==> config.mk <==
export PLATFORM = sky130hd
export DESIGN_NAME = alarm_slot_scheduler_unit
export DESIGN_NICKNAME = d
export VERILOG_FILES = /design/src/rtl/asched_pkg.sv /design/src/rtl/alarm_slot_scheduler_unit.sv /design/src/rtl/asched_ram.sv /design/src/rtl/asched_ctrl.sv
export VERILOG_INCLUDE_DIRS = /design/src /design/src/rtl
export SDC_FILE = /design/constraint.sdc
export NUM_CORES = 1
export LEC_CHECK = 0
export ABC_AREA = 1
export BUFFER_PORTS_ARGS = -buffer_cell sky130_fd_sc_hd__buf_4
export CAP_MARGIN = 15
export CELL_PAD_IN_SITES_DETAIL_PLACEMENT = 2
export CELL_PAD_IN_SITES_GLOBAL_PLACEMENT = 2
export CORE_UTILIZATION = 43
export DETAILED_ROUTE_END_ITERATION = 10
export PLACE_DENSITY_LB_ADDON = 0.1
export SETUP_SLACK_MARGIN = 0.5
export SYNTH_ARGS = -nofsm -noshare
export SYNTH_HDL_FRONTEND = slang
export SYNTH_HIERARCHICAL = 1
export SYNTH_SLANG_ARGS = --single-unit
==> constraint.sdc <==
create_clock -name clk -period 7.8 [get_ports clk]
set_clock_uncertainty 0.15 [all_clocks]
set_input_delay 0.39 -clock clk [delete_from_list [all_inputs] [get_ports clk]]
set_output_delay 0.39 -clock clk [all_outputs]
set_load 0.02 [all_outputs]
==> src/rtl/alarm_slot_scheduler_unit_defines.svh <==
// Assertion macros used by the alarm slot scheduler control block (asched_ctrl).
`ifndef ALARM_SLOT_SCHEDULER_UNIT_DEFINES_SVH
`define ALARM_SLOT_SCHEDULER_UNIT_DEFINES_SVH

`ifndef SYNTHESIS
`define ASU_ASSERT(lbl, expr, msg) \
  lbl: assert property (@(posedge clk) disable iff (!rst_n) (expr)) else $error(msg);
`define ASU_ASSERT_IMP(lbl, ante, cons, msg) \
  lbl: assert property (@(posedge clk) disable iff (!rst_n) (ante) |-> (cons)) else $error(msg);
`define ASU_ASSERT_NXT(lbl, ante, cons, msg) \
  lbl: assert property (@(posedge clk) disable iff (!rst_n) (ante) |=> (cons)) else $error(msg);
`else
`define ASU_ASSERT(lbl, expr, msg)
`define ASU_ASSERT_IMP(lbl, ante, cons, msg)
`define ASU_ASSERT_NXT(lbl, ante, cons, msg)
`endif

`endif

==> src/rtl/asched_pkg.sv <==
package asched_pkg;

  typedef enum logic [1:0] {
    ST_IDLE,
    ST_EVAL,
    ST_APPLY,
    ST_FLUSH
  } sched_state_t;

  typedef enum logic {
    FUNC_TICK = 1'b0,
    FUNC_PROG = 1'b1
  } func_t;

  // Result transfer request from the sequencer to the output register
  typedef struct packed {
    logic valid;
    logic last;
  } push_ctl_t;

endpackage

==> src/rtl/alarm_slot_scheduler_unit.sv <==
// A program item scans every slot, then applies its update to the slot table (slot scan, apply).
// A tick scans one slot per cycle unless a stalled result output holds it, then flushes; its
// last fired type is pushed to the outputs in the flush, earlier ones when the next fire is
// found and the output register can take them. A new item is taken only in idle (scan, apply or flush, then idle);
// a stalled result output holds the scan and the flush.
// Reset: clears slot busy bits, the sequencer and the output register's valid bit, not the slot table.
module alarm_slot_scheduler_unit
  import asched_pkg::*;
#(
  parameter int NUM_SLOTS = 8,
  parameter int TYPE_BITS = 8,
  parameter int DELAY_BITS = 23
) (
  input  logic                  clk,
  input  logic                  rst_n,
  input  logic                  in_valid,
  output logic                  in_stall,
  input  logic                  in_func,
  input  logic [TYPE_BITS-1:0]  in_alarm_type,
  input  logic                  in_alarm_periodic,
  input  logic [DELAY_BITS-1:0] in_alarm_delay,
  output logic                  out_valid,
  input  logic                  out_stall,
  output logic [TYPE_BITS-1:0]  out_fired_type,
  output logic                  out_last_fired
);

  localparam int IDX_W = (NUM_SLOTS > 1) ? $clog2(NUM_SLOTS) : 1;
  localparam int WORD_W = TYPE_BITS + 1 + 2 * DELAY_BITS;

  push_ctl_t push;
  logic [TYPE_BITS-1:0] push_type;
  logic push_ready;
  logic [IDX_W-1:0] ram_rd_addr;
  logic [WORD_W-1:0] ram_rd_data;
  logic ram_we;
  logic [IDX_W-1:0] ram_wr_addr;
  logic [WORD_W-1:0] ram_wr_data;

  logic out_valid_r;
  logic [TYPE_BITS-1:0] out_fired_type_r;
  logic out_last_fired_r;

  asched_ctrl #(
    .NUM_SLOTS (NUM_SLOTS),
    .TYPE_BITS (TYPE_BITS),
    .DELAY_BITS(DELAY_BITS)
  ) u_ctrl (
    .clk              (clk),
    .rst_n            (rst_n),
    .in_valid         (in_valid),
    .in_stall         (in_stall),
    .in_func          (in_func),
    .in_alarm_type    (in_alarm_type),
    .in_alarm_periodic(in_alarm_periodic),
    .in_alarm_delay   (in_alarm_delay),
    .push             (push),
    .push_type        (push_type),
    .push_ready       (push_ready),
    .ram_rd_addr      (ram_rd_addr),
    .ram_rd_data      (ram_rd_data),
    .ram_we           (ram_we),
    .ram_wr_addr      (ram_wr_addr),
    .ram_wr_data      (ram_wr_data)
  );

  asched_ram #(
    .WIDTH(WORD_W),
    .DEPTH(NUM_SLOTS)
  ) u_slot_ram (
    .clk    (clk),
    .we     (ram_we),
    .wr_addr(ram_wr_addr),
    .wr_data(ram_wr_data),
    .rd_addr(ram_rd_addr),
    .rd_data(ram_rd_data)
  );

  // Output register: load when empty or when its result transfers
  assign push_ready = !out_valid_r || !out_stall;

  always_ff @(posedge clk) begin
    if (!rst_n) begin
      out_valid_r <= 1'b0;
    end else if (push_ready) begin
      out_valid_r <= push.valid;
    end
  end

  always_ff @(posedge clk) begin
    if (push.valid && push_ready) begin
      out_fired_type_r <= push_type;
      out_last_fired_r <= push.last;
    end
  end

  assign out_valid = out_valid_r;
  assign out_fired_type = out_fired_type_r;
  assign out_last_fired = out_last_fired_r;

endmodule

==> src/rtl/asched_ram.sv <==
module asched_ram #(
  parameter int WIDTH = 8,
  parameter int DEPTH = 8,
  localparam int ADDR_W = (DEPTH > 1) ? $clog2(DEPTH) : 1
) (
  input  logic              clk,
  input  logic              we,
  input  logic [ADDR_W-1:0] wr_addr,
  input  logic [WIDTH-1:0]  wr_data,
  input  logic [ADDR_W-1:0] rd_addr,
  output logic [WIDTH-1:0]  rd_data
);

  logic [WIDTH-1:0] mem [DEPTH];

  always_ff @(posedge clk) begin
    if (we) begin
      mem[wr_addr] <= wr_data;
    end
    rd_data <= mem[rd_addr];
  end

endmodule

==> src/rtl/asched_ctrl.sv <==
`include "alarm_slot_scheduler_unit_defines.svh"

module asched_ctrl
  import asched_pkg::*;
#(
  parameter int NUM_SLOTS = 8,
  parameter int TYPE_BITS = 8,
  parameter int DELAY_BITS = 23,
  localparam int IDX_W = (NUM_SLOTS > 1) ? $clog2(NUM_SLOTS) : 1,
  localparam int WORD_W = TYPE_BITS + 1 + 2 * DELAY_BITS
) (
  input  logic                  clk,
  input  logic                  rst_n,
  input  logic                  in_valid,
  output logic                  in_stall,
  input  logic                  in_func,
  input  logic [TYPE_BITS-1:0]  in_alarm_type,
  input  logic                  in_alarm_periodic,
  input  logic [DELAY_BITS-1:0] in_alarm_delay,
  output push_ctl_t             push,
  output logic [TYPE_BITS-1:0]  push_type,
  input  logic                  push_ready,
  output logic [IDX_W-1:0]      ram_rd_addr,
  input  logic [WORD_W-1:0]     ram_rd_data,
  output logic                  ram_we,
  output logic [IDX_W-1:0]      ram_wr_addr,
  output logic [WORD_W-1:0]     ram_wr_data
);

  // Entry layout: {type, periodic, period, remaining}
  localparam int REM_LO = 0;
  localparam int PER_LO = DELAY_BITS;
  localparam int PDC_BIT = 2 * DELAY_BITS;
  localparam int TYP_LO = 2 * DELAY_BITS + 1;
  localparam logic [IDX_W-1:0] LAST_IDX = IDX_W'(NUM_SLOTS - 1);

  sched_state_t state_r, state_nxt;
  logic [IDX_W-1:0] idx_r, idx_nxt;
  logic [NUM_SLOTS-1:0] busy_r, busy_nxt;
  func_t func_r, func_nxt;
  logic [TYPE_BITS-1:0] type_r, type_nxt;
  logic periodic_r, periodic_nxt;
  logic [DELAY_BITS-1:0] delay_r, delay_nxt;
  logic match_found_r, match_found_nxt;
  logic [IDX_W-1:0] match_idx_r, match_idx_nxt;
  logic match_periodic_r, match_periodic_nxt;
  logic [DELAY_BITS-1:0] match_period_r, match_period_nxt;
  logic free_found_r, free_found_nxt;
  logic [IDX_W-1:0] free_idx_r, free_idx_nxt;
  logic pend_valid_r, pend_valid_nxt;
  logic [TYPE_BITS-1:0] pend_type_r, pend_type_nxt;

  logic [TYPE_BITS-1:0] rd_type;
  logic rd_periodic;
  logic [DELAY_BITS-1:0] rd_period;
  logic [DELAY_BITS-1:0] rd_rem;
  logic adv;

  assign rd_rem = ram_rd_data[REM_LO +: DELAY_BITS];
  assign rd_period = ram_rd_data[PER_LO +: DELAY_BITS];
  assign rd_periodic = ram_rd_data[PDC_BIT];
  assign rd_type = ram_rd_data[TYP_LO +: TYPE_BITS];

  always_ff @(posedge clk) begin
    if (!rst_n) begin
      state_r <= ST_IDLE;
      busy_r <= '0;
      pend_valid_r <= 1'b0;
      match_found_r <= 1'b0;
      free_found_r <= 1'b0;
      idx_r <= '0;
    end else begin
      state_r <= state_nxt;
      busy_r <= busy_nxt;
      pend_valid_r <= pend_valid_nxt;
      match_found_r <= match_found_nxt;
      free_found_r <= free_found_nxt;
      idx_r <= idx_nxt;
    end
  end

  always_ff @(posedge clk) begin
    func_r <= func_nxt;
    type_r <= type_nxt;
    periodic_r <= periodic_nxt;
    delay_r <= delay_nxt;
    match_idx_r <= match_idx_nxt;
    match_periodic_r <= match_periodic_nxt;
    match_period_r <= match_period_nxt;
    free_idx_r <= free_idx_nxt;
    pend_type_r <= pend_type_nxt;
  end

  always_comb begin
    state_nxt = state_r;
    idx_nxt = idx_r;
    busy_nxt = busy_r;
    func_nxt = func_r;
    type_nxt = type_r;
    periodic_nxt = periodic_r;
    delay_nxt = delay_r;
    match_found_nxt = match_found_r;
    match_idx_nxt = match_idx_r;
    match_periodic_nxt = match_periodic_r;
    match_period_nxt = match_period_r;
    free_found_nxt = free_found_r;
    free_idx_nxt = free_idx_r;
    pend_valid_nxt = pend_valid_r;
    pend_type_nxt = pend_type_r;
    adv = 1'b0;
    in_stall = (state_r != ST_IDLE);
    push = '0;
    push_type = pend_type_r;
    ram_rd_addr = idx_r;
    ram_we = 1'b0;
    ram_wr_addr = idx_r;
    ram_wr_data = ram_rd_data;

    unique case (state_r)
      ST_IDLE: begin
        ram_rd_addr = '0;
        if (in_valid) begin
          state_nxt = ST_EVAL;
          idx_nxt = '0;
          func_nxt = func_t'(in_func);
          type_nxt = in_alarm_type;
          periodic_nxt = in_alarm_periodic;
          delay_nxt = in_alarm_delay;
          match_found_nxt = 1'b0;
          free_found_nxt = 1'b0;
          pend_valid_nxt = 1'b0;
        end
      end
      ST_EVAL: begin
        adv = 1'b1;
        if (func_r == FUNC_PROG) begin
          // Later matches override, so the highest slot wins
          if (busy_r[idx_r] && (rd_type == type_r)) begin
            match_found_nxt = 1'b1;
            match_idx_nxt = idx_r;
            match_periodic_nxt = rd_periodic;
            match_period_nxt = rd_period;
          end
          if (!busy_r[idx_r] && !free_found_r) begin
            free_found_nxt = 1'b1;
            free_idx_nxt = idx_r;
          end
        end else if (busy_r[idx_r]) begin
          if (rd_rem <= DELAY_BITS'(1)) begin
            // Hold the pending fire until the previous one transfers
            if (pend_valid_r) begin
              push.valid = 1'b1;
              push.last = 1'b0;
              adv = push_ready;
            end
            if (adv) begin
              pend_valid_nxt = 1'b1;
              pend_type_nxt = rd_type;
              if (rd_periodic) begin
                ram_we = 1'b1;
                ram_wr_data[REM_LO +: DELAY_BITS] = rd_period;
              end else begin
                busy_nxt[idx_r] = 1'b0;
              end
            end
          end else begin
            ram_we = 1'b1;
            ram_wr_data[REM_LO +: DELAY_BITS] = rd_rem - DELAY_BITS'(1);
          end
        end
        if (adv) begin
          if (idx_r == LAST_IDX) begin
            state_nxt = (func_r == FUNC_PROG) ? ST_APPLY : ST_FLUSH;
          end else begin
            idx_nxt = idx_r + IDX_W'(1);
          end
        end
        ram_rd_addr = idx_nxt;
      end
      ST_APPLY: begin
        state_nxt = ST_IDLE;
        if (match_found_r) begin
          if (delay_r == '0) begin
            busy_nxt[match_idx_r] = 1'b0;
          end else begin
            ram_we = 1'b1;
            ram_wr_addr = match_idx_r;
            ram_wr_data = {type_r, match_periodic_r, match_period_r, delay_r};
          end
        end else if (free_found_r) begin
          ram_we = 1'b1;
          ram_wr_addr = free_idx_r;
          ram_wr_data = {type_r, periodic_r, delay_r, delay_r};
          busy_nxt[free_idx_r] = 1'b1;
        end
      end
      ST_FLUSH: begin
        if (pend_valid_r) begin
          push.valid = 1'b1;
          push.last = 1'b1;
          if (push_ready) begin
            pend_valid_nxt = 1'b0;
            state_nxt = ST_IDLE;
          end
        end else begin
          state_nxt = ST_IDLE;
        end
      end
    endcase
  end

  `ASU_ASSERT_IMP(a_we_state, ram_we, (state_r == ST_EVAL) || (state_r == ST_APPLY), "write outside eval or apply")
  `ASU_ASSERT_IMP(a_push_pend, push.valid, pend_valid_r, "push without pending fire")
  `ASU_ASSERT_IMP(a_push_tick, push.valid, func_r == FUNC_TICK, "push during program item")
  `ASU_ASSERT_NXT(a_apply_done, state_r == ST_APPLY, state_r == ST_IDLE, "apply did not finish")

endmodule
==> reports/metrics.yaml <==
synth-adder-area-share: 0.00316
synth_compound_area_frac: 0.0397
path_common_cell: "o21ai_0"
ys_ff_latch: 592
hp-class: "input port to flop"
worst-path-max-fanout: 32
row_count: 92
synth.avg_cell_area_um2: 9.08
hold_viol: 0
drtPass1Iterations: 5
crit_slowest_cell: "nor2_4"
synth_cell_types: 45
crit_chain: "nor2_1, inv_1, o21ai_0, o22ai_1, o21ai_0, nand2_1, nor2_4, buf_4"
register_area_mm2: 0.0171
min_period_ns: 5.33
syn-num-nets: 3095
wl_per_cell_um: 25.2
antenna_found_initial: 0
rsz0062_at_grt: "false"
clk_pin_slew_ns: 0.06
grt_overflow_total: 0
setup_viol: 0
startpoint_type: "flop"
synth_mux_area_frac: 0.00217
cp.arrival_ns: 5.45
multiInputGateArea_mm2: 0.00781
p_per_area_mw_per_mm2: 278
cts_hold_buf: 35
slew_violations: 0
post-cts-setup-buffers: 0
yosysWarnings: 6
gp_congestion: 0.891
grt_pass1_vias: 24391
yosys.area_share.simple: 0.231
die_area_mm2: 0.0654
timing.rr.start: "u_ctrl/match_found_r"
clock-sinks: 592
clk_latency_ns: 0.65
dp_slack_ns: 2.69
fmax_ghz: 0.187
cts-root-buf: "clkbuf_16"
crit_end: "u_slot_ram/mem[3][2]"
irDropWorstVdd_uv: 222
layout-drive-gt1-share: 0.0754
min_period_over_period: 0.684
slowest_delay_ns: 0.95
rrSetupSlack_ns: 2.47
clockBufferDepth: 3
fp.dieH_um: 256
placedCellCount: 3840
cts_resized: 0
num_io_pins: 48
hold_depth: 4
tightestPinTransition_ns: 1.20
end_kind: "flop"
portBuffers: 47
area_delta_synth_final_pct: 11.8
antenna_cells: 0
status: "complete, no violations"
slew-limit-headroom: 0.199
rr_worst_depth: 8
grtUsageTotal: 0.307
via_count: 21635
start_util: 0.438
dp_hpwl_mm: 63.0
cp.required_ns: 7.91
grt_pass1_wl_mm: 151
dr.first_iter.drc_count: 1389
synth_top_family_by_area: "simple AND/OR/NAND/NOR gates"
totalWireLength_mm: 100
setup_tns_ns: 0
cts_buffers: 61
num-fill-cells: 6763
drc: 0
r2r-end: "u_slot_ram/mem[3][2]"
grt_start_max_net_pins: 166
layoutNonFillerInstCount: 3990
die_w_um: 256
leakagePower_nw: 13.6
core-area_mm2: 0.0633
crit_path_start: "u_ctrl/match_found_r"
htreeDepth: 2
cts_tree: "done"
antenna_left: 0
nets: 3137
ys_seq_area_frac: 0.616
drv_cap: 0
synth_xor_area_frac: 0.00190
post_drt_via_cell_ratio: 5.42
syn_inst: 3051
worstSetupPathType: "flop to flop"
synth_area_mm2: 0.0277
finalPower_mw: 8.61
setup_slack_ns: 2.47
[worst min-delay path by stage]
stage                        startpoint                end  slack [ns]
detailed placement  u_ctrl/push_type[0]  out_fired_type[0]        0.26
finish                         in_valid    u_ctrl/idx_r[2]        0.05
floorplan           u_ctrl/push_type[0]  out_fired_type[0]        0.25
CTS                            in_valid    u_ctrl/idx_r[2]        0.03
global route                   in_valid    u_ctrl/idx_r[2]        0.12
global placement    u_ctrl/push_type[4]  out_fired_type[4]        0.26
[layer usage]
layer	wire, um	GRT usage	vias to the layer above
li1	-	-	9745
met1	41700	0.379	11261
met2	52500	0.566	460
met3	3570	0.0302	169
met4	2720	0.0888	0
met5	0	0	-
[flip-flops by register name (all words and copies together) (netlist names), 2 cells and up]
name	flops
u_ctrl/free_idx_r	3
u_slot_ram/mem	440
u_ctrl/delay_r	23
out_fired_type	8
u_ctrl/match_idx_r	3
u_ctrl/busy_r	8
u_ctrl/push_type	8
u_ctrl/idx_r	3
u_ctrl/match_period_r	23
u_ctrl/type_r	8
u_ctrl/state_r	2
u_slot_ram/rd_data	55
[cell families after synthesis]
kind of cell | after synthesis
DFF | 592
and+or+nand+nor | 1541
xor gates and xnor gates | 6
buffers and inverters | 706
adders and majority gates | 7
muxes | 6
AOI/OAI and AO/OA | 193
[cells in the mapped netlist (all sizes together)]
cell type,count,area (um2)
a32oi,7,61.3
xnor2,2,17.5
clkinv,1,3.75
a21oi,92,505
nand3,322,1670
inv,569,2140
nand2,1049,4010
nand4,11,68.8
nor4,1,6.26
and2,1,6.26
o2111ai,1,8.76
a22o,3,26.3
mux2i,6,60.1
or2,2,12.5
o22ai,1,6.26
clkbuf,31,116
o211ai,3,22.5
dfxtp,72,1440
nor3,2,10.0
edfxtp,520,15600
a211oi,2,15.0
buf,105,691
ha,7,87.6
o311ai,2,17.5
a31oi,14,87.6
nor2,153,619
a41oi,1,8.76
o21ai,67,339
xor2,4,35.0
[cell type report]
class	instances	area share
Clock buffer	93	0.0557
Clock inverter	21	0.00654
Inverter	570	0.0695
Multi-Input combinational cell	1753	0.252
Sequential cell	592	0.551
Tap cell	846	0.0342
Timing Repair Buffer	115	0.0315
[cell usage in the layout, fill, tap and decap left out, drive strengths merged, types with 35 or more instances in the layout]
master,count
nand2,1049
nand3,322
a21oi,92
edfxtp,520
clkbuf,93
o21ai,67
dlygate4sd3,35
buf,80
nor2,153
dfxtp,72
inv,571
[power by group]
group / internal (mW) / switching, mW / leakage (nW)
clock: 1.62 / 1.29 / 0.939
combinational: 0.404 / 1.28 / 7.40
sequential: 3.80 / 0.227 / 5.29
total: 5.83 / 2.79 / 13.6
[stage by stage]
step | util | instance area [um2] | hold WS (ns)
after global routing | 0.489 | 31000 | 0.115
after floorplan | - | 27700 | 0.250
final | 0.489 | 31000 | 0.0517
after detailed placement | 0.453 | 28700 | 0.256
after CTS | 0.489 | 31000 | 0.0285
after global placement | 0.453 | 28700 | 0.256
[critical path, delay by kind of cell (launching register included)]
kind	cells	cell delay [ns]
compound gates	3	0.66
flops	1	0.59
buf+inv	2	1.34
simple gates	3	2.19
No activity file was read; power rests on OpenSTA's default activity.
